**src/design/dsrdd_pkg.sv**
```systemverilog
package dsrdd_pkg;

   localparam int RATE_W  = 16;
   localparam int COUNT_W = 24;
   localparam int PULSE_W = 8;
   localparam int TPS_W   = 24;
   localparam int LOW_W   = 24;
   localparam int NUM_W   = 2 * RATE_W;
   localparam int DVD_W   = TPS_W + RATE_W;

   localparam int STEP_COUNT_BITS_DEF = 24;

   localparam int CSR_ADDR_W = 5;
   localparam int CSR_DATA_W = 32;

   localparam logic [2:0] REG_START_RATE = 3'd0;
   localparam logic [2:0] REG_MAX_RATE   = 3'd1;
   localparam logic [2:0] REG_RAMP_STEPS = 3'd2;
   localparam logic [2:0] REG_TOTAL      = 3'd3;
   localparam logic [2:0] REG_PULSE      = 3'd4;
   localparam logic [2:0] REG_TPS        = 3'd5;

   localparam logic [RATE_W-1:0]  START_RATE_RST = 16'd200;
   localparam logic [RATE_W-1:0]  MAX_RATE_RST   = 16'd2000;
   localparam logic [RATE_W-1:0]  RAMP_RST       = 16'd200;
   localparam logic [COUNT_W-1:0] TOTAL_RST      = 24'd10000;
   localparam logic [PULSE_W-1:0] PULSE_RST      = 8'd5;
   localparam logic [TPS_W-1:0]   TPS_RST        = 24'd1000000;

   localparam logic [RATE_W-1:0] MIN_RAMP = 16'd10;
   localparam logic [LOW_W-1:0]  LOW_MAX  = {LOW_W{1'b1}};

   typedef struct packed {
      logic open_request;
      logic close_request;
      logic open_limit_one;
      logic closed_limit_one;
      logic open_limit_two;
      logic closed_limit_two;
   } req_type;

   typedef struct packed {
      logic step_one;
      logic step_two;
      logic direction;
      logic enable_n;
      logic moving;
   } rsp_type;

   typedef struct packed {
      logic [RATE_W-1:0]  start_rate;
      logic [RATE_W-1:0]  max_rate;
      logic [RATE_W-1:0]  ramp_steps;
      logic [COUNT_W-1:0] total_steps;
      logic [PULSE_W-1:0] pulse_ticks;
      logic [TPS_W-1:0]   ticks_per_second;
   } cfg_type;

   function automatic logic [PULSE_W-1:0] pulse_width(input logic [PULSE_W-1:0] p);
      return (p == '0) ? PULSE_W'(1) : p;
   endfunction

   function automatic logic [RATE_W-1:0] eff_ramp(input logic [RATE_W-1:0] r);
      return (r < MIN_RAMP) ? MIN_RAMP : r;
   endfunction

endpackage

```
**src/design/dual_stepper_ramp_door_drive.sv**
```systemverilog
// Two-door stepper drive with a trapezoidal step-rate profile.
// req channel: one beat per timer tick, carrying the open/close buttons and the
// four limit switches. rsp channel: exactly one beat per req beat, in order, with
// both step levels, direction, active-low driver enable and the moving flag.
// csr port: APB-style, registers at byte offsets 0x00 start_rate, 0x04 max_rate,
// 0x08 ramp_steps, 0x0C total_steps, 0x10 pulse_ticks, 0x14 ticks_per_second.
// Write them only while no beat is in flight.
// A plain tick's beat is held in item_ff and its result is then registered in the
// output register. A tick that opens a stepping slot first runs the period
// calculation, a 16-step bit-serial multiply and a 40-step restoring divide,
// before its result is registered.
// Flow: one beat in flight at a time; a new req beat is taken only once the held
// beat has committed, and rsp_stall can hold the output register.
// The result sits in an output register; while rsp_stall is high it holds, and one
// further req beat may be taken and held, waiting for the register to drain.
// Reset: synchronous, restores the register defaults, stops any move and
// disables the drivers.
module dual_stepper_ramp_door_drive
   import dsrdd_pkg::*;
#(
   parameter int STEP_COUNT_BITS = STEP_COUNT_BITS_DEF
) (
   input  logic                  clock,
   input  logic                  reset,
   input  logic                  req_valid,
   output logic                  req_stall,
   input  req_type               req_data,
   output logic                  rsp_valid,
   input  logic                  rsp_stall,
   output rsp_type               rsp_data,
   input  logic                  csr_psel,
   input  logic                  csr_penable,
   input  logic                  csr_pwrite,
   input  logic [CSR_ADDR_W-1:0] csr_paddr,
   input  logic [CSR_DATA_W-1:0] csr_pwdata,
   output logic [CSR_DATA_W-1:0] csr_prdata,
   output logic                  csr_pready
);

   localparam int CMP_W = (STEP_COUNT_BITS > COUNT_W) ? STEP_COUNT_BITS : COUNT_W;

   localparam logic [1:0] ACT_IDLE  = 2'd0;
   localparam logic [1:0] ACT_OPEN  = 2'd1;
   localparam logic [1:0] ACT_CLOSE = 2'd2;

   localparam logic [1:0] CT_IDLE = 2'd0;
   localparam logic [1:0] CT_MUL  = 2'd1;
   localparam logic [1:0] CT_DIV  = 2'd2;
   localparam logic [1:0] CT_DONE = 2'd3;

   cfg_type cfg;

   logic [1:0]                 ctl_state_ff, ctl_state_in;
   logic                       item_vld_ff;
   req_type                    item_ff;
   logic                       rsp_valid_ff;
   rsp_type                    rsp_data_ff, rsp_data_in;

   logic [1:0]                 action_ff, action_in;
   logic [STEP_COUNT_BITS-1:0] slot_ff, slot_in;
   logic [PULSE_W-1:0]         pulse_left_ff, pulse_left_in;
   logic [LOW_W-1:0]           low_left_ff, low_left_in;
   logic                       gate_one_ff, gate_one_in;
   logic                       gate_two_ff, gate_two_in;
   logic                       enable_ff, enable_in;
   logic                       dir_ff, dir_in;

   logic                       in_slot, move_end, run, new_slot, need_calc;
   logic                       g1_new, g2_new, out_free, commit, take;
   logic [1:0]                 act_a;
   logic [STEP_COUNT_BITS-1:0] slot_b;
   logic [CMP_W-1:0]           slot_ext, slot_b_ext, total_ext, ramp_ext, j_ext;
   logic [RATE_W-1:0]          ramp, pos;
   logic [PULSE_W-1:0]         pw;

   logic                       mul_start, mul_done, div_done;
   logic [NUM_W-1:0]           num;
   logic [DVD_W-1:0]           dvd;
   logic [LOW_W-1:0]           low_res;

   dsrdd_csr #(
      .STEP_COUNT_BITS(STEP_COUNT_BITS)
   ) u_csr (
      .clock       (clock),
      .reset       (reset),
      .csr_psel    (csr_psel),
      .csr_penable (csr_penable),
      .csr_pwrite  (csr_pwrite),
      .csr_paddr   (csr_paddr),
      .csr_pwdata  (csr_pwdata),
      .csr_prdata  (csr_prdata),
      .csr_pready  (csr_pready),
      .cfg         (cfg)
   );

   dsrdd_mul u_mul (
      .clock      (clock),
      .reset      (reset),
      .start      (mul_start),
      .start_rate (cfg.start_rate),
      .max_rate   (cfg.max_rate),
      .ramp       (ramp),
      .pos        (pos),
      .tps        (cfg.ticks_per_second),
      .done       (mul_done),
      .num        (num),
      .dvd        (dvd)
   );

   dsrdd_div u_div (
      .clock (clock),
      .reset (reset),
      .start (mul_done),
      .dvd   (dvd),
      .dsr   (num),
      .pw    (pw),
      .done  (div_done),
      .low   (low_res)
   );

   assign pw        = pulse_width(cfg.pulse_ticks);
   assign ramp      = eff_ramp(cfg.ramp_steps);
   assign out_free  = ~rsp_valid_ff | ~rsp_stall;
   assign req_stall = item_vld_ff;
   assign take      = req_valid & ~req_stall;
   assign rsp_valid = rsp_valid_ff;
   assign rsp_data  = rsp_data_ff;

   // tick evaluation on the held beat
   always_comb begin
      in_slot   = (pulse_left_ff != '0) || (low_left_ff != '0);
      slot_ext  = CMP_W'(slot_ff);
      total_ext = CMP_W'(cfg.total_steps);
      move_end  = (action_ff != ACT_IDLE) && !in_slot && (slot_ext >= total_ext);
      act_a     = move_end ? ACT_IDLE : action_ff;

      action_in = act_a;
      slot_b    = slot_ff;
      dir_in    = dir_ff;
      enable_in = enable_ff;
      if (act_a == ACT_IDLE) begin
         if (item_ff.close_request) begin
            action_in = ACT_CLOSE;
            dir_in    = 1'b0;
            enable_in = 1'b0;
            slot_b    = '0;
         end else if (item_ff.open_request) begin
            action_in = ACT_OPEN;
            dir_in    = 1'b1;
            enable_in = 1'b0;
            slot_b    = '0;
         end else begin
            enable_in = 1'b1;
         end
      end

      slot_b_ext = CMP_W'(slot_b);
      run        = (action_in != ACT_IDLE) && (in_slot || (slot_b_ext < total_ext));
      new_slot   = run && !in_slot;
      g1_new = ((action_in == ACT_OPEN) && item_ff.open_request && !item_ff.open_limit_one) ||
               ((action_in == ACT_CLOSE) && item_ff.close_request &&
                !item_ff.closed_limit_one);
      g2_new = ((action_in == ACT_OPEN) && item_ff.open_request && !item_ff.open_limit_two) ||
               ((action_in == ACT_CLOSE) && item_ff.close_request &&
                !item_ff.closed_limit_two);
      need_calc = new_slot && (g1_new || g2_new);

      // position within the ramp: slot index while accelerating, slots left
      // while decelerating, ramp length on the plateau
      ramp_ext = CMP_W'(ramp);
      j_ext    = total_ext - slot_b_ext;
      if (slot_b_ext < ramp_ext) begin
         pos = slot_b_ext[RATE_W-1:0];
      end else if (({1'b0, slot_b_ext} + {1'b0, ramp_ext}) > {1'b0, total_ext}) begin
         pos = j_ext[RATE_W-1:0];
      end else begin
         pos = ramp;
      end

      gate_one_in   = move_end ? 1'b0 : gate_one_ff;
      gate_two_in   = move_end ? 1'b0 : gate_two_ff;
      pulse_left_in = pulse_left_ff;
      low_left_in   = low_left_ff;
      slot_in       = slot_b;
      rsp_data_in.step_one = 1'b0;
      rsp_data_in.step_two = 1'b0;
      if (new_slot) begin
         gate_one_in = g1_new;
         gate_two_in = g2_new;
         if (g1_new || g2_new) begin
            pulse_left_in = pw;
            low_left_in   = low_res;
         end else begin
            pulse_left_in = '0;
            low_left_in   = LOW_W'(1);
         end
      end
      if (run) begin
         if (pulse_left_in != '0) begin
            rsp_data_in.step_one = gate_one_in;
            rsp_data_in.step_two = gate_two_in;
            pulse_left_in        = pulse_left_in - 1'b1;
         end else if (low_left_in != '0) begin
            low_left_in = low_left_in - 1'b1;
         end
         if ((pulse_left_in == '0) && (low_left_in == '0)) begin
            slot_in = slot_b + 1'b1;
         end
      end
      rsp_data_in.direction = dir_in;
      rsp_data_in.enable_n  = enable_in;
      rsp_data_in.moving    = (action_in != ACT_IDLE);
   end

   always_comb begin
      ctl_state_in = ctl_state_ff;
      mul_start    = 1'b0;
      commit       = 1'b0;
      case (ctl_state_ff)
         CT_IDLE: begin
            if (item_vld_ff) begin
               if (need_calc) begin
                  mul_start    = 1'b1;
                  ctl_state_in = CT_MUL;
               end else begin
                  commit = out_free;
               end
            end
         end
         CT_MUL: begin
            if (mul_done) begin
               ctl_state_in = CT_DIV;
            end
         end
         CT_DIV: begin
            if (div_done) begin
               ctl_state_in = CT_DONE;
            end
         end
         CT_DONE: begin
            if (out_free) begin
               commit       = 1'b1;
               ctl_state_in = CT_IDLE;
            end
         end
         default: ctl_state_in = CT_IDLE;
      endcase
   end

   always_ff @(posedge clock) begin
      if (reset) begin
         ctl_state_ff  <= CT_IDLE;
         item_vld_ff   <= 1'b0;
         rsp_valid_ff  <= 1'b0;
         action_ff     <= ACT_IDLE;
         slot_ff       <= '0;
         pulse_left_ff <= '0;
         low_left_ff   <= '0;
         gate_one_ff   <= 1'b0;
         gate_two_ff   <= 1'b0;
         enable_ff     <= 1'b1;
         dir_ff        <= 1'b0;
      end else begin
         ctl_state_ff <= ctl_state_in;
         if (take) begin
            item_vld_ff <= 1'b1;
         end else if (commit) begin
            item_vld_ff <= 1'b0;
         end
         if (commit) begin
            rsp_valid_ff  <= 1'b1;
            action_ff     <= action_in;
            slot_ff       <= slot_in;
            pulse_left_ff <= pulse_left_in;
            low_left_ff   <= low_left_in;
            gate_one_ff   <= gate_one_in;
            gate_two_ff   <= gate_two_in;
            enable_ff     <= enable_in;
            dir_ff        <= dir_in;
         end else if (!rsp_stall) begin
            rsp_valid_ff <= 1'b0;
         end
      end
   end

   always_ff @(posedge clock) begin
      if (take) begin
         item_ff <= req_data;
      end
      if (commit) begin
         rsp_data_ff <= rsp_data_in;
      end
   end

   a_calc_has_item: assert property (@(posedge clock) disable iff (reset)
      (ctl_state_ff != CT_IDLE) |-> item_vld_ff)
      else $error("period calculation running without a held beat");

   a_mul_done_state: assert property (@(posedge clock) disable iff (reset)
      mul_done |-> (ctl_state_ff == CT_MUL))
      else $error("multiply finished outside its phase");

   a_div_done_state: assert property (@(posedge clock) disable iff (reset)
      div_done |-> (ctl_state_ff == CT_DIV))
      else $error("divide finished outside its phase");

   a_step_enabled: assert property (@(posedge clock) disable iff (reset)
      (rsp_valid_ff && (rsp_data_ff.step_one || rsp_data_ff.step_two)) |->
      (rsp_data_ff.moving && !rsp_data_ff.enable_n))
      else $error("step pulse while drivers disabled or idle");

   a_commit_frees_item: assert property (@(posedge clock) disable iff (reset)
      commit |=> rsp_valid_ff && !item_vld_ff)
      else $error("committed beat not moved to the output register");

endmodule

```
**src/design/dsrdd_csr.sv**
```systemverilog
module dsrdd_csr
   import dsrdd_pkg::*;
#(
   parameter int STEP_COUNT_BITS = STEP_COUNT_BITS_DEF
) (
   input  logic                  clock,
   input  logic                  reset,
   input  logic                  csr_psel,
   input  logic                  csr_penable,
   input  logic                  csr_pwrite,
   input  logic [CSR_ADDR_W-1:0] csr_paddr,
   input  logic [CSR_DATA_W-1:0] csr_pwdata,
   output logic [CSR_DATA_W-1:0] csr_prdata,
   output logic                  csr_pready,
   output cfg_type               cfg
);

   localparam logic [COUNT_W-1:0] CNT_MASK = (STEP_COUNT_BITS >= COUNT_W) ?
      {COUNT_W{1'b1}} : COUNT_W'((64'd1 << STEP_COUNT_BITS) - 64'd1);

   cfg_type    cfg_ff;
   logic       wr_en;
   logic [2:0] reg_idx;

   assign reg_idx    = csr_paddr[4:2];
   assign wr_en      = csr_psel & csr_penable & csr_pwrite;
   assign csr_pready = 1'b1;
   assign cfg        = cfg_ff;

   always_ff @(posedge clock) begin
      if (reset) begin
         cfg_ff.start_rate       <= START_RATE_RST;
         cfg_ff.max_rate         <= MAX_RATE_RST;
         cfg_ff.ramp_steps       <= RAMP_RST;
         cfg_ff.total_steps      <= TOTAL_RST;
         cfg_ff.pulse_ticks      <= PULSE_RST;
         cfg_ff.ticks_per_second <= TPS_RST;
      end else if (wr_en) begin
         case (reg_idx)
            REG_START_RATE: cfg_ff.start_rate <= csr_pwdata[RATE_W-1:0];
            REG_MAX_RATE:   cfg_ff.max_rate   <= csr_pwdata[RATE_W-1:0];
            REG_RAMP_STEPS: cfg_ff.ramp_steps <= csr_pwdata[RATE_W-1:0];
            REG_TOTAL:      cfg_ff.total_steps <= csr_pwdata[COUNT_W-1:0] & CNT_MASK;
            REG_PULSE:      cfg_ff.pulse_ticks <= csr_pwdata[PULSE_W-1:0];
            REG_TPS:        cfg_ff.ticks_per_second <= csr_pwdata[TPS_W-1:0];
            default: begin
            end
         endcase
      end
   end

   always_comb begin
      case (reg_idx)
         REG_START_RATE: csr_prdata = CSR_DATA_W'(cfg_ff.start_rate);
         REG_MAX_RATE:   csr_prdata = CSR_DATA_W'(cfg_ff.max_rate);
         REG_RAMP_STEPS: csr_prdata = CSR_DATA_W'(cfg_ff.ramp_steps);
         REG_TOTAL:      csr_prdata = CSR_DATA_W'(cfg_ff.total_steps);
         REG_PULSE:      csr_prdata = CSR_DATA_W'(cfg_ff.pulse_ticks);
         REG_TPS:        csr_prdata = CSR_DATA_W'(cfg_ff.ticks_per_second);
         default:        csr_prdata = '0;
      endcase
   end

endmodule

```
**src/design/dsrdd_mul.sv**
```systemverilog
module dsrdd_mul
   import dsrdd_pkg::*;
(
   input  logic              clock,
   input  logic              reset,
   input  logic              start,
   input  logic [RATE_W-1:0] start_rate,
   input  logic [RATE_W-1:0] max_rate,
   input  logic [RATE_W-1:0] ramp,
   input  logic [RATE_W-1:0] pos,
   input  logic [TPS_W-1:0]  tps,
   output logic              done,
   output logic [NUM_W-1:0]  num,
   output logic [DVD_W-1:0]  dvd
);

   // num = start_rate*(ramp-pos) + max_rate*pos, dvd = tps*ramp; msb first
   localparam int CNT_W = $clog2(RATE_W);

   logic              busy_ff, done_ff;
   logic [CNT_W-1:0]  cnt_ff;
   logic [RATE_W-1:0] a_ff, b_ff, c_ff;
   logic [NUM_W-1:0]  num_ff, num_in;
   logic [DVD_W-1:0]  dvd_ff, dvd_in;

   always_comb begin
      num_in = {num_ff[NUM_W-2:0], 1'b0}
             + (a_ff[RATE_W-1] ? NUM_W'(start_rate) : '0)
             + (b_ff[RATE_W-1] ? NUM_W'(max_rate) : '0);
      dvd_in = {dvd_ff[DVD_W-2:0], 1'b0} + (c_ff[RATE_W-1] ? DVD_W'(tps) : '0);
   end

   always_ff @(posedge clock) begin
      if (reset) begin
         busy_ff <= 1'b0;
         done_ff <= 1'b0;
         cnt_ff  <= '0;
      end else begin
         done_ff <= 1'b0;
         if (start) begin
            busy_ff <= 1'b1;
            cnt_ff  <= '0;
         end else if (busy_ff) begin
            cnt_ff <= cnt_ff + 1'b1;
            if (cnt_ff == CNT_W'(RATE_W - 1)) begin
               busy_ff <= 1'b0;
               done_ff <= 1'b1;
            end
         end
      end
   end

   always_ff @(posedge clock) begin
      if (start) begin
         a_ff   <= ramp - pos;
         b_ff   <= pos;
         c_ff   <= ramp;
         num_ff <= '0;
         dvd_ff <= '0;
      end else if (busy_ff) begin
         a_ff   <= {a_ff[RATE_W-2:0], 1'b0};
         b_ff   <= {b_ff[RATE_W-2:0], 1'b0};
         c_ff   <= {c_ff[RATE_W-2:0], 1'b0};
         num_ff <= num_in;
         dvd_ff <= dvd_in;
      end
   end

   assign done = done_ff;
   assign num  = num_ff;
   assign dvd  = dvd_ff;

endmodule

```
**src/design/dsrdd_div.sv**
```systemverilog
module dsrdd_div
   import dsrdd_pkg::*;
(
   input  logic               clock,
   input  logic               reset,
   input  logic               start,
   input  logic [DVD_W-1:0]   dvd,
   input  logic [NUM_W-1:0]   dsr,
   input  logic [PULSE_W-1:0] pw,
   output logic               done,
   output logic [LOW_W-1:0]   low
);

   // restoring divide, one quotient bit per cycle; a zero divisor yields all ones
   localparam int CNT_W = $clog2(DVD_W + 1);

   logic               busy_ff, done_ff;
   logic [CNT_W-1:0]   cnt_ff;
   logic [NUM_W-1:0]   rem_ff, rem_in;
   logic [DVD_W-1:0]   q_ff, q_in, diff;
   logic [NUM_W:0]     rem_sh, rem_sub;
   logic               ge;
   logic [LOW_W-1:0]   low_ff, low_in;

   always_comb begin
      rem_sh  = {rem_ff, q_ff[DVD_W-1]};
      rem_sub = rem_sh - {1'b0, dsr};
      ge      = rem_sh >= {1'b0, dsr};
      rem_in  = ge ? rem_sub[NUM_W-1:0] : rem_sh[NUM_W-1:0];
      q_in    = {q_ff[DVD_W-2:0], ge};
      diff    = q_ff - DVD_W'(pw);
      if (q_ff <= DVD_W'(pw)) begin
         low_in = '0;
      end else if (diff > DVD_W'(LOW_MAX)) begin
         low_in = LOW_MAX;
      end else begin
         low_in = diff[LOW_W-1:0];
      end
   end

   always_ff @(posedge clock) begin
      if (reset) begin
         busy_ff <= 1'b0;
         done_ff <= 1'b0;
         cnt_ff  <= '0;
      end else begin
         done_ff <= 1'b0;
         if (start) begin
            busy_ff <= 1'b1;
            cnt_ff  <= '0;
         end else if (busy_ff) begin
            if (cnt_ff == CNT_W'(DVD_W)) begin
               busy_ff <= 1'b0;
               done_ff <= 1'b1;
            end else begin
               cnt_ff <= cnt_ff + 1'b1;
            end
         end
      end
   end

   always_ff @(posedge clock) begin
      if (start) begin
         q_ff   <= dvd;
         rem_ff <= '0;
      end else if (busy_ff) begin
         if (cnt_ff == CNT_W'(DVD_W)) begin
            low_ff <= low_in;
         end else begin
            q_ff   <= q_in;
            rem_ff <= rem_in;
         end
      end
   end

   assign done = done_ff;
   assign low  = low_ff;

endmodule
```
**config.mk**
```make
export PLATFORM = sky130hd
export DESIGN_NAME = dual_stepper_ramp_door_drive
export DESIGN_NICKNAME = d
export VERILOG_FILES = /design/src/design/dsrdd_pkg.sv /design/src/design/dual_stepper_ramp_door_drive.sv /design/src/design/dsrdd_csr.sv /design/src/design/dsrdd_mul.sv /design/src/design/dsrdd_div.sv
export SDC_FILE = /design/constraint.sdc
export NUM_CORES = 1
export LEC_CHECK = 0
export ABC_AREA = 0
export BUFFER_PORTS_ARGS = -buffer_cell sky130_fd_sc_hd__buf_2
export CORE_MARGIN = 3
export CORE_UTILIZATION = 49
export DETAILED_ROUTE_END_ITERATION = 8
export PLACE_DENSITY = 0.65
export SYNTH_ARGS = -nofsm -noshare
export SYNTH_HDL_FRONTEND = slang
export SYNTH_SLANG_ARGS = --single-unit
```
**constraint.sdc**
```tcl
create_clock -name clock -period 14.9 [get_ports clock]
set_input_delay 0.745 -clock clock [delete_from_list [all_inputs] [get_ports clock]]
set_output_delay 0.745 -clock clock [all_outputs]
set_load 0.02 [all_outputs]
```
==> metrics.cfg, run 1 <==
[logic_synthesis]
synthesis.yosys.warnings = 0
synthesis.area_per_instance_um2 = 8.07
synthDominantCellAreaShare_pct = 20.0
post_synth_inst_count = 3575
netlist-cell-type-count = 108
synthDominantAreaCellType = sky130_fd_sc_hd__dfxtp_1
synthMostInstantiatedCell = sky130_fd_sc_hd__nand2_1
ranking_of_synthesized_cells_by_instance_count = 539 x sky130_fd_sc_hd__nand2_1, 318 x sky130_fd_sc_hd__a21oi_1, 314 x sky130_fd_sc_hd__nor2_1
seq_area_frac_synth_pct = 32.8
synth.ff_latch_count = 411
async_reset_ff_share_pct = 0
netlist_area_um2 = 28900
synth_edf_count = 123
ys_dominant_reg_cell = sky130_fd_sc_hd__dfxtp_1
ys_top_cells_by_area = sky130_fd_sc_hd__dfxtp_1 20%, sky130_fd_sc_hd__edfxtp_1 13%, sky130_fd_sc_hd__ha_1 9.4%

[sta]
remaining_max_slew_budget_at_the_tightest_pin_pct = 13.0
fin_skew_ns = 0.0187
finalCritPeriodShare_pct = 85.9
fin_crit_ns = 12.81
maxSlewViolCount = 0
grt_setup_unrepaired = no
setup-violations-final = 0
timing_worst_slew_pin_value_ns = 1.30
fin_ws_ns = 2.09
setup-tns-final_ns = 0
max_freq_mhz = 78.1
final-hold-violation-count = 0

[worst_setup_path]
critPathKind = reg -> reg
cp-start-kind = flop
arrival_ns = 13.26
cp_delay_by_family_top = compound AO/OA/AOI/OAI gates
worst-path-max-fanout = 31
path_buf_inv = 2
timing.critical_path.slowest_cell_delay_ns = 0.67
critical_path_required_ns = 15.35
worst_path_max_delay_cell = sky130_fd_sc_hd__o41ai_1
cp-end-kind = flop
crit_top_cell = sky130_fd_sc_hd__a21oi_1

[power]
cellPowerDensity_nw_per_um2 = 189
swShare_pct = 44.1
power.share.clock_pct = 20.0
power.sequential.fraction_pct = 26.3
share_comb_of_total_power_pct = 53.7
net-switching-power_mw = 2.60
internal_power_mw = 3.30
peakVddDrop_uv = 239
p_leak_nw = 12.3

[clock_network]
clkLatencyLatePin_ns = 0.59
tritoncts_num_sinks = 411
cts_hold_buf = 0
post_cts_resized = 0
numCtsBuffers = 47
tritoncts = built
clockBufferDepth = 3
cts.root.buffer_cell = sky130_fd_sc_hd__clkbuf_16
clk_pin_slew_worst_paths_ns = 0.06
h-tree-depth = 2
number_of_setup_buffers_added_after_cts = 0

[placed_design]
detailedPlacementHpwl_um = 59900
globalplace.congestion = 0.927
detailedPlace.worstSlack_ns = 2.40
port_buffers = 70
placed_cells_incl_taps = 4262

[global_route]
number_of_antenna_violations_at_the_first_check_in_global_routing = 1
number_of_global_route_vias_before_repair = 23300
globalRoute.totalOverflow = 0
grt_first_pass_wirelength_um = 129000
pin_count_of_the_biggest_net_entering_global_routing = 98
global_route.usage.total_pct = 25.7

[die]
die_span_x_um = 249
io_pins = 90
cell_rows = 88
start_util_pct = 49.7
placeableCoreArea_um2 = 58000
die_height_um = 249
die_area_um2 = 61800

[outcome]
outcome = completed

[drt]
via_per_inst = 5.84
dr_total_vias = 25400
detail_route.iter0.violations = 2142
remaining_drc_errors = 0
totalWireLength_um = 81900
post_route_antenna_net_violation_count = 0
detailedRoute.firstPassIterationCount = 6
avgRoutedWirePerCell_um = 18.8

[final_layout]
utilization_pct = 53.9
num_antenna_cells = 0
layout-area-overhead-vs-synth_pct = 8.28
nNetsFinal = 3835
proportion_of_layout_cells_with_a_drive_suffix_above_1_pct = 7.93
instances_no_fill = 4348

[min_path]
hp-class = in -> reg

[flow_run]
maximum_capacitance_violations = 0

[area by class of cell]
class	count	area (µm²)
inverters	220	826
well taps	765	957
clock inverters	19	180
multi-input cells	2766	17900
repair buffers	100	582
flip-flops and latches	411	9460
fillers	5521	26800
clock buffers	67	1370
[flip-flops by register name, indices dropped and copies added (netlist names), 2 cells and up]
name,flops
u_div.low,24
u_div.q_ff,40
u_mul.b_ff,16
pulse_left_ff,8
u_div.rem_ff,32
u_mul.c_ff,16
u_div.cnt_ff,6
item_ff,6
action_ff,2
slot_ext,24
u_mul.a_ff,16
rsp_data,5
u_mul.num,32
u_mul.dvd,40
u_mul.cnt_ff,4
ctl_state_ff,2
u_csr.cfg,104
low_left_ff,24
[cells in the final DEF (no fill, tap or decap), drive strengths merged, types with 10 or more instances in the layout]
cell,n
edfxtp,123
nor2b,34
o21a,19
o22ai,21
o21bai,16
nand4,41
xor2,42
nor3,94
mux2i,83
nor2,315
dfxtp,288
o31ai,23
nor4,38
or3,31
clkinv,16
a21boi,13
ha,217
a211o,16
a21oi,319
nand2,539
fa,22
xnor2,126
o21ai,202
nor3b,10
a31oi,36
and3,25
mux2,43
a211oi,36
a21o,38
a311oi,11
nand3b,25
o211ai,20
a22oi,15
nand2b,34
clkbuf,67
or2,15
inv,217
buf,100
and2,53
nand3,61
[power by group through the flow]
stage | Clock (mW) | Sequential (mW) | Combinational (mW)
after floorplan | 0 | 1.52 | 2.47
after global placement | 0 | 1.57 | 3.11
after detailed placement | 0 | 1.57 | 3.12
after CTS | 1.21 | 1.55 | 3.14
after global routing | 1.25 | 1.58 | 3.52
final | 1.18 | 1.55 | 3.17
[kinds of logic (layout without fill, tap and decap cells)]
group	count (synthesis)	count (layout)	synth area share (%)
AO/OA/AOI/OAI	870	870	18.8
XOR/XNOR	168	168	5.10
adder cells (fa/ha/maj)	241	241	11.0
buffers and inverters	405	406	5.53
flip-flops	411	411	32.8
multiplexers	130	130	4.88
other	2	9	0.0260
AND/OR/NAND/NOR	1348	1348	21.9
[routing by layer]
| layer | wire length [µm] | share of wire [%] | global-route usage, % | vias up |
|---|---|---|---|---|
| met1 | 38500 | 47 | 37.6 | 11900 |
| met5 | 8 | 0.0098 | 0 | - |
| met2 | 34200 | 42 | 37.9 | 816 |
| li1 | - | - | - | 12500 |
| met3 | 5980 | 7.3 | 4.01 | 145 |
| met4 | 3160 | 3.9 | 9.84 | 2 |
[path summary, 6_finish.rpt]
| path | cells past startpoint | end | slack (ns) | start |
|---|---|---|---|---|
| worst min-delay path | 1 | item_ff[0]$_DFFE_PP_ | 0.33 | req_data[0] |
| worst max-delay path | 52 | u_mul.a_ff[15]$_DFFE_PP_ | 2.09 | u_csr.cfg[45]$_SDFFE_PP1P_ |
| worst min register to register | 2 | u_mul.dvd[39]$_SDFFE_PP0P_ | 0.46 | u_mul.dvd[39]$_SDFFE_PP0P_ |
| worst max register to register | 52 | u_mul.a_ff[15]$_DFFE_PP_ | 2.09 | u_csr.cfg[45]$_SDFFE_PP1P_ |
[per-stage QoR]
step	cell area [µm²]	total power [mW]	hold WS [ns]
floorplan	28900	3.99	0.420
global placement	29700	4.67	0.440
detailed placement	29700	4.69	0.450
CTS	31200	5.89	0.292
global route	31200	6.35	0.312
finish	31200	5.90	0.332
(Power assumes the default switching activity.)
==> run 2, diff against run 1 <==
--- a/config.mk
+++ b/config.mk
@@ -6,11 +6,10 @@
 export NUM_CORES = 1
 export LEC_CHECK = 0
 export ABC_AREA = 0
-export BUFFER_PORTS_ARGS = -buffer_cell sky130_fd_sc_hd__buf_2
 export CORE_MARGIN = 3
 export CORE_UTILIZATION = 49
 export DETAILED_ROUTE_END_ITERATION = 8
-export PLACE_DENSITY = 0.65
+export DONT_BUFFER_PORTS = 1
 export SYNTH_ARGS = -nofsm -noshare
 export SYNTH_HDL_FRONTEND = slang
 export SYNTH_SLANG_ARGS = --single-unit
==> run 2 against run 1 <==
Against the previous run: global-route usage rose by 1.7 points; worst setup slack improved by 0.00079 ns; first-iteration DRC count grew 13%; largest power group unchanged; largest cell class unchanged; via count increased by 1.1%; worst hold slack worse by 0.10 ns; clock skew is essentially flat.
==> metrics.cfg, run 2 (synthesized netlist as in run 1, its figures left out) <==
[drt]
avgRoutedWirePerCell_um = 20.5
totalWireLength_um = 87700
post_route_antenna_net_violation_count = 0
dr_total_vias = 25700
via_per_inst = 6.00
detail_route.iter0.violations = 2417
remaining_drc_errors = 0
detailedRoute.firstPassIterationCount = 6

[final_layout]
layout.cells.most_common = sky130_fd_sc_hd__nand2_1
proportion_of_layout_cells_with_a_drive_suffix_above_1_pct = 6.10
commonest_non_fill_non_tap_cells_in_the_layout = 538 x sky130_fd_sc_hd__nand2_1, 318 x sky130_fd_sc_hd__a21oi_1, 308 x sky130_fd_sc_hd__nor2_1
layout-area-overhead-vs-synth_pct = 7.26
nNetsFinal = 3761
fillerInstances = 5385
instances_no_fill = 4277
largest_register_ffs = 104

[placed_design]
port_buffers = 0
detailedPlacementHpwl_um = 64600
globalplace.congestion = 0.945
placed_cells_incl_taps = 4187
detailedPlace.worstSlack_ns = 2.42

[global_route]
number_of_antenna_violations_at_the_first_check_in_global_routing = 2
global_route.usage.total_pct = 27.4
globalRoute.totalOverflow = 0
number_of_global_route_vias_before_repair = 24000
grt_first_pass_wirelength_um = 137000
pin_count_of_the_biggest_net_entering_global_routing = 187

[sta]
timing.hold.ws_ns = 0.230
timing_worst_slew_pin_value_ns = 1.20
maxSlewViolCount = 0
fin_skew_ns = 0.0190
setup-violations-final = 0
grt_setup_unrepaired = no
max_freq_mhz = 78.1
finalCritPeriodShare_pct = 85.9
fin_ws_ns = 2.09
fin_crit_ns = 12.81
remaining_max_slew_budget_at_the_tightest_pin_pct = 19.7
final-hold-violation-count = 0
setup-tns-final_ns = 0

[clock_network]
cts_hold_buf = 0
numCtsBuffers = 48
clk_pin_slew_worst_paths_ns = 0.06
post_cts_resized = 0
clockBufferDepth = 3
clkLatencyLatePin_ns = 0.60
number_of_setup_buffers_added_after_cts = 0
h-tree-depth = 2
tritoncts = built
tritoncts_num_sinks = 411
cts.root.buffer_cell = sky130_fd_sc_hd__clkbuf_16

[die]
die_height_um = 249
cell_rows = 88
start_util_pct = 49.7
io_pins = 90
die_span_x_um = 249
die_area_um2 = 61800
placeableCoreArea_um2 = 58000

[min_path]
hp-class = in -> reg

[worst_setup_path]
critPathKind = reg -> reg
cp-end-kind = flop
worst_path_max_delay_cell = sky130_fd_sc_hd__o41ai_1
setup.worst_path.end = u_mul.a_ff[15]$_DFFE_PP_
cp-start-kind = flop
path_buf_inv = 1
cp_delay_by_family_top = compound AO/OA/AOI/OAI gates
arrival_ns = 13.26
timing.critical_path.slowest_cell_delay_ns = 0.71
worstSetupPathDepth = 51
critPathLaunch = u_csr.cfg[45]$_SDFFE_PP1P_
crit_top_cell = sky130_fd_sc_hd__a21oi_1
timing.rr.end = u_mul.a_ff[15]$_DFFE_PP_
regToRegSetupSlack_ns = 2.09
critical_path.reg2reg.startpoint = u_csr.cfg[45]$_SDFFE_PP1P_
critical_path_required_ns = 15.36
r2r_cells = 51
worst-path-max-fanout = 13

[flow_run]
maximum_capacitance_violations = 0

[power]
swShare_pct = 44.3
p_leak_nw = 12.0
cellPowerDensity_nw_per_um2 = 194
share_comb_of_total_power_pct = 53.1
post-layout-total-power_mw = 6.00
power.share.clock_pct = 20.8
internal_power_mw = 3.34
power.sequential.fraction_pct = 26.1
net-switching-power_mw = 2.66
peakVddDrop_uv = 276

[outcome]
outcome = completed

==> run 2: how the worst min path moves through the flow <==
stage                                from  slack [ns]                          to  cells past startpoint
3_3_place_gp          dir_ff$_SDFFE_PP0P_        0.44         dir_ff$_SDFFE_PP0P_                      2
3_5_place_dp          dir_ff$_SDFFE_PP0P_        0.45         dir_ff$_SDFFE_PP0P_                      2
4_1_cts                             reset        0.19    u_mul.busy_ff$_SDFF_PP0_                      1
6_report                            reset        0.23      rsp_valid$_SDFFE_PP0P_                      1
5_1_grt                             reset        0.20    u_div.busy_ff$_SDFF_PP0_                      1
2_1_floorplan  u_mul.dvd[39]$_SDFFE_PP0P_        0.42  u_mul.dvd[39]$_SDFFE_PP0P_                      2
==> run 2: routing by layer <==
| layer | global-route usage, % | routed length, µm | vias up |
|---|---|---|---|
| met5 | 0 | 27 | - |
| met4 | 8.70 | 2770 | 4 |
| met3 | 6.41 | 7670 | 165 |
| met2 | 40.2 | 36600 | 872 |
| met1 | 39.6 | 40600 | 12200 |
| li1 | - | - | 12400 |
==> run 2: power groups by stage <==
stage               logic, mW  clock network (mW)  registers, mW
floorplan                2.47                   0           1.52
global placement         3.08                   0           1.58
detailed placement       3.13                   0           1.58
CTS                      3.15                1.27           1.56
global route             3.50                1.31           1.59
finish                   3.19                1.25           1.56
==> run 2: worst register-to-register path, delay by kind of cell, from the launching register on <==
kind	cells	cell delay (ns)
XOR/XNOR	1	0.15
AO/OA/AOI/OAI	31	7.36
AND/OR/NAND/NOR	13	2.83
flip-flops	1	0.46
adder cells (fa/ha/maj)	5	1.64
buffers and inverters	1	0.24
==> run 2: layout make-up <==
type                            count  area (µm²)  share of cell area (%)
Tap cell                          765         957                    3.09
Clock buffer                       58        1290                    4.17
Inverter                          220         826                    2.67
Timing Repair Buffer               25         188                   0.606
Clock inverter                     31         342                    1.10
Sequential cell                   411        9460                    30.6
Antenna cell                        1        2.50                 0.00808
Multi-Input combinational cell   2766       17900                    57.8
==> run 2: stage by stage <==
step	instance area [µm²]	utilization, %
floorplan	28900	-
global placement	29300	50.5
detailed placement	29300	50.5
CTS	31000	53.3
global route	31000	53.3
finish	31000	53.3
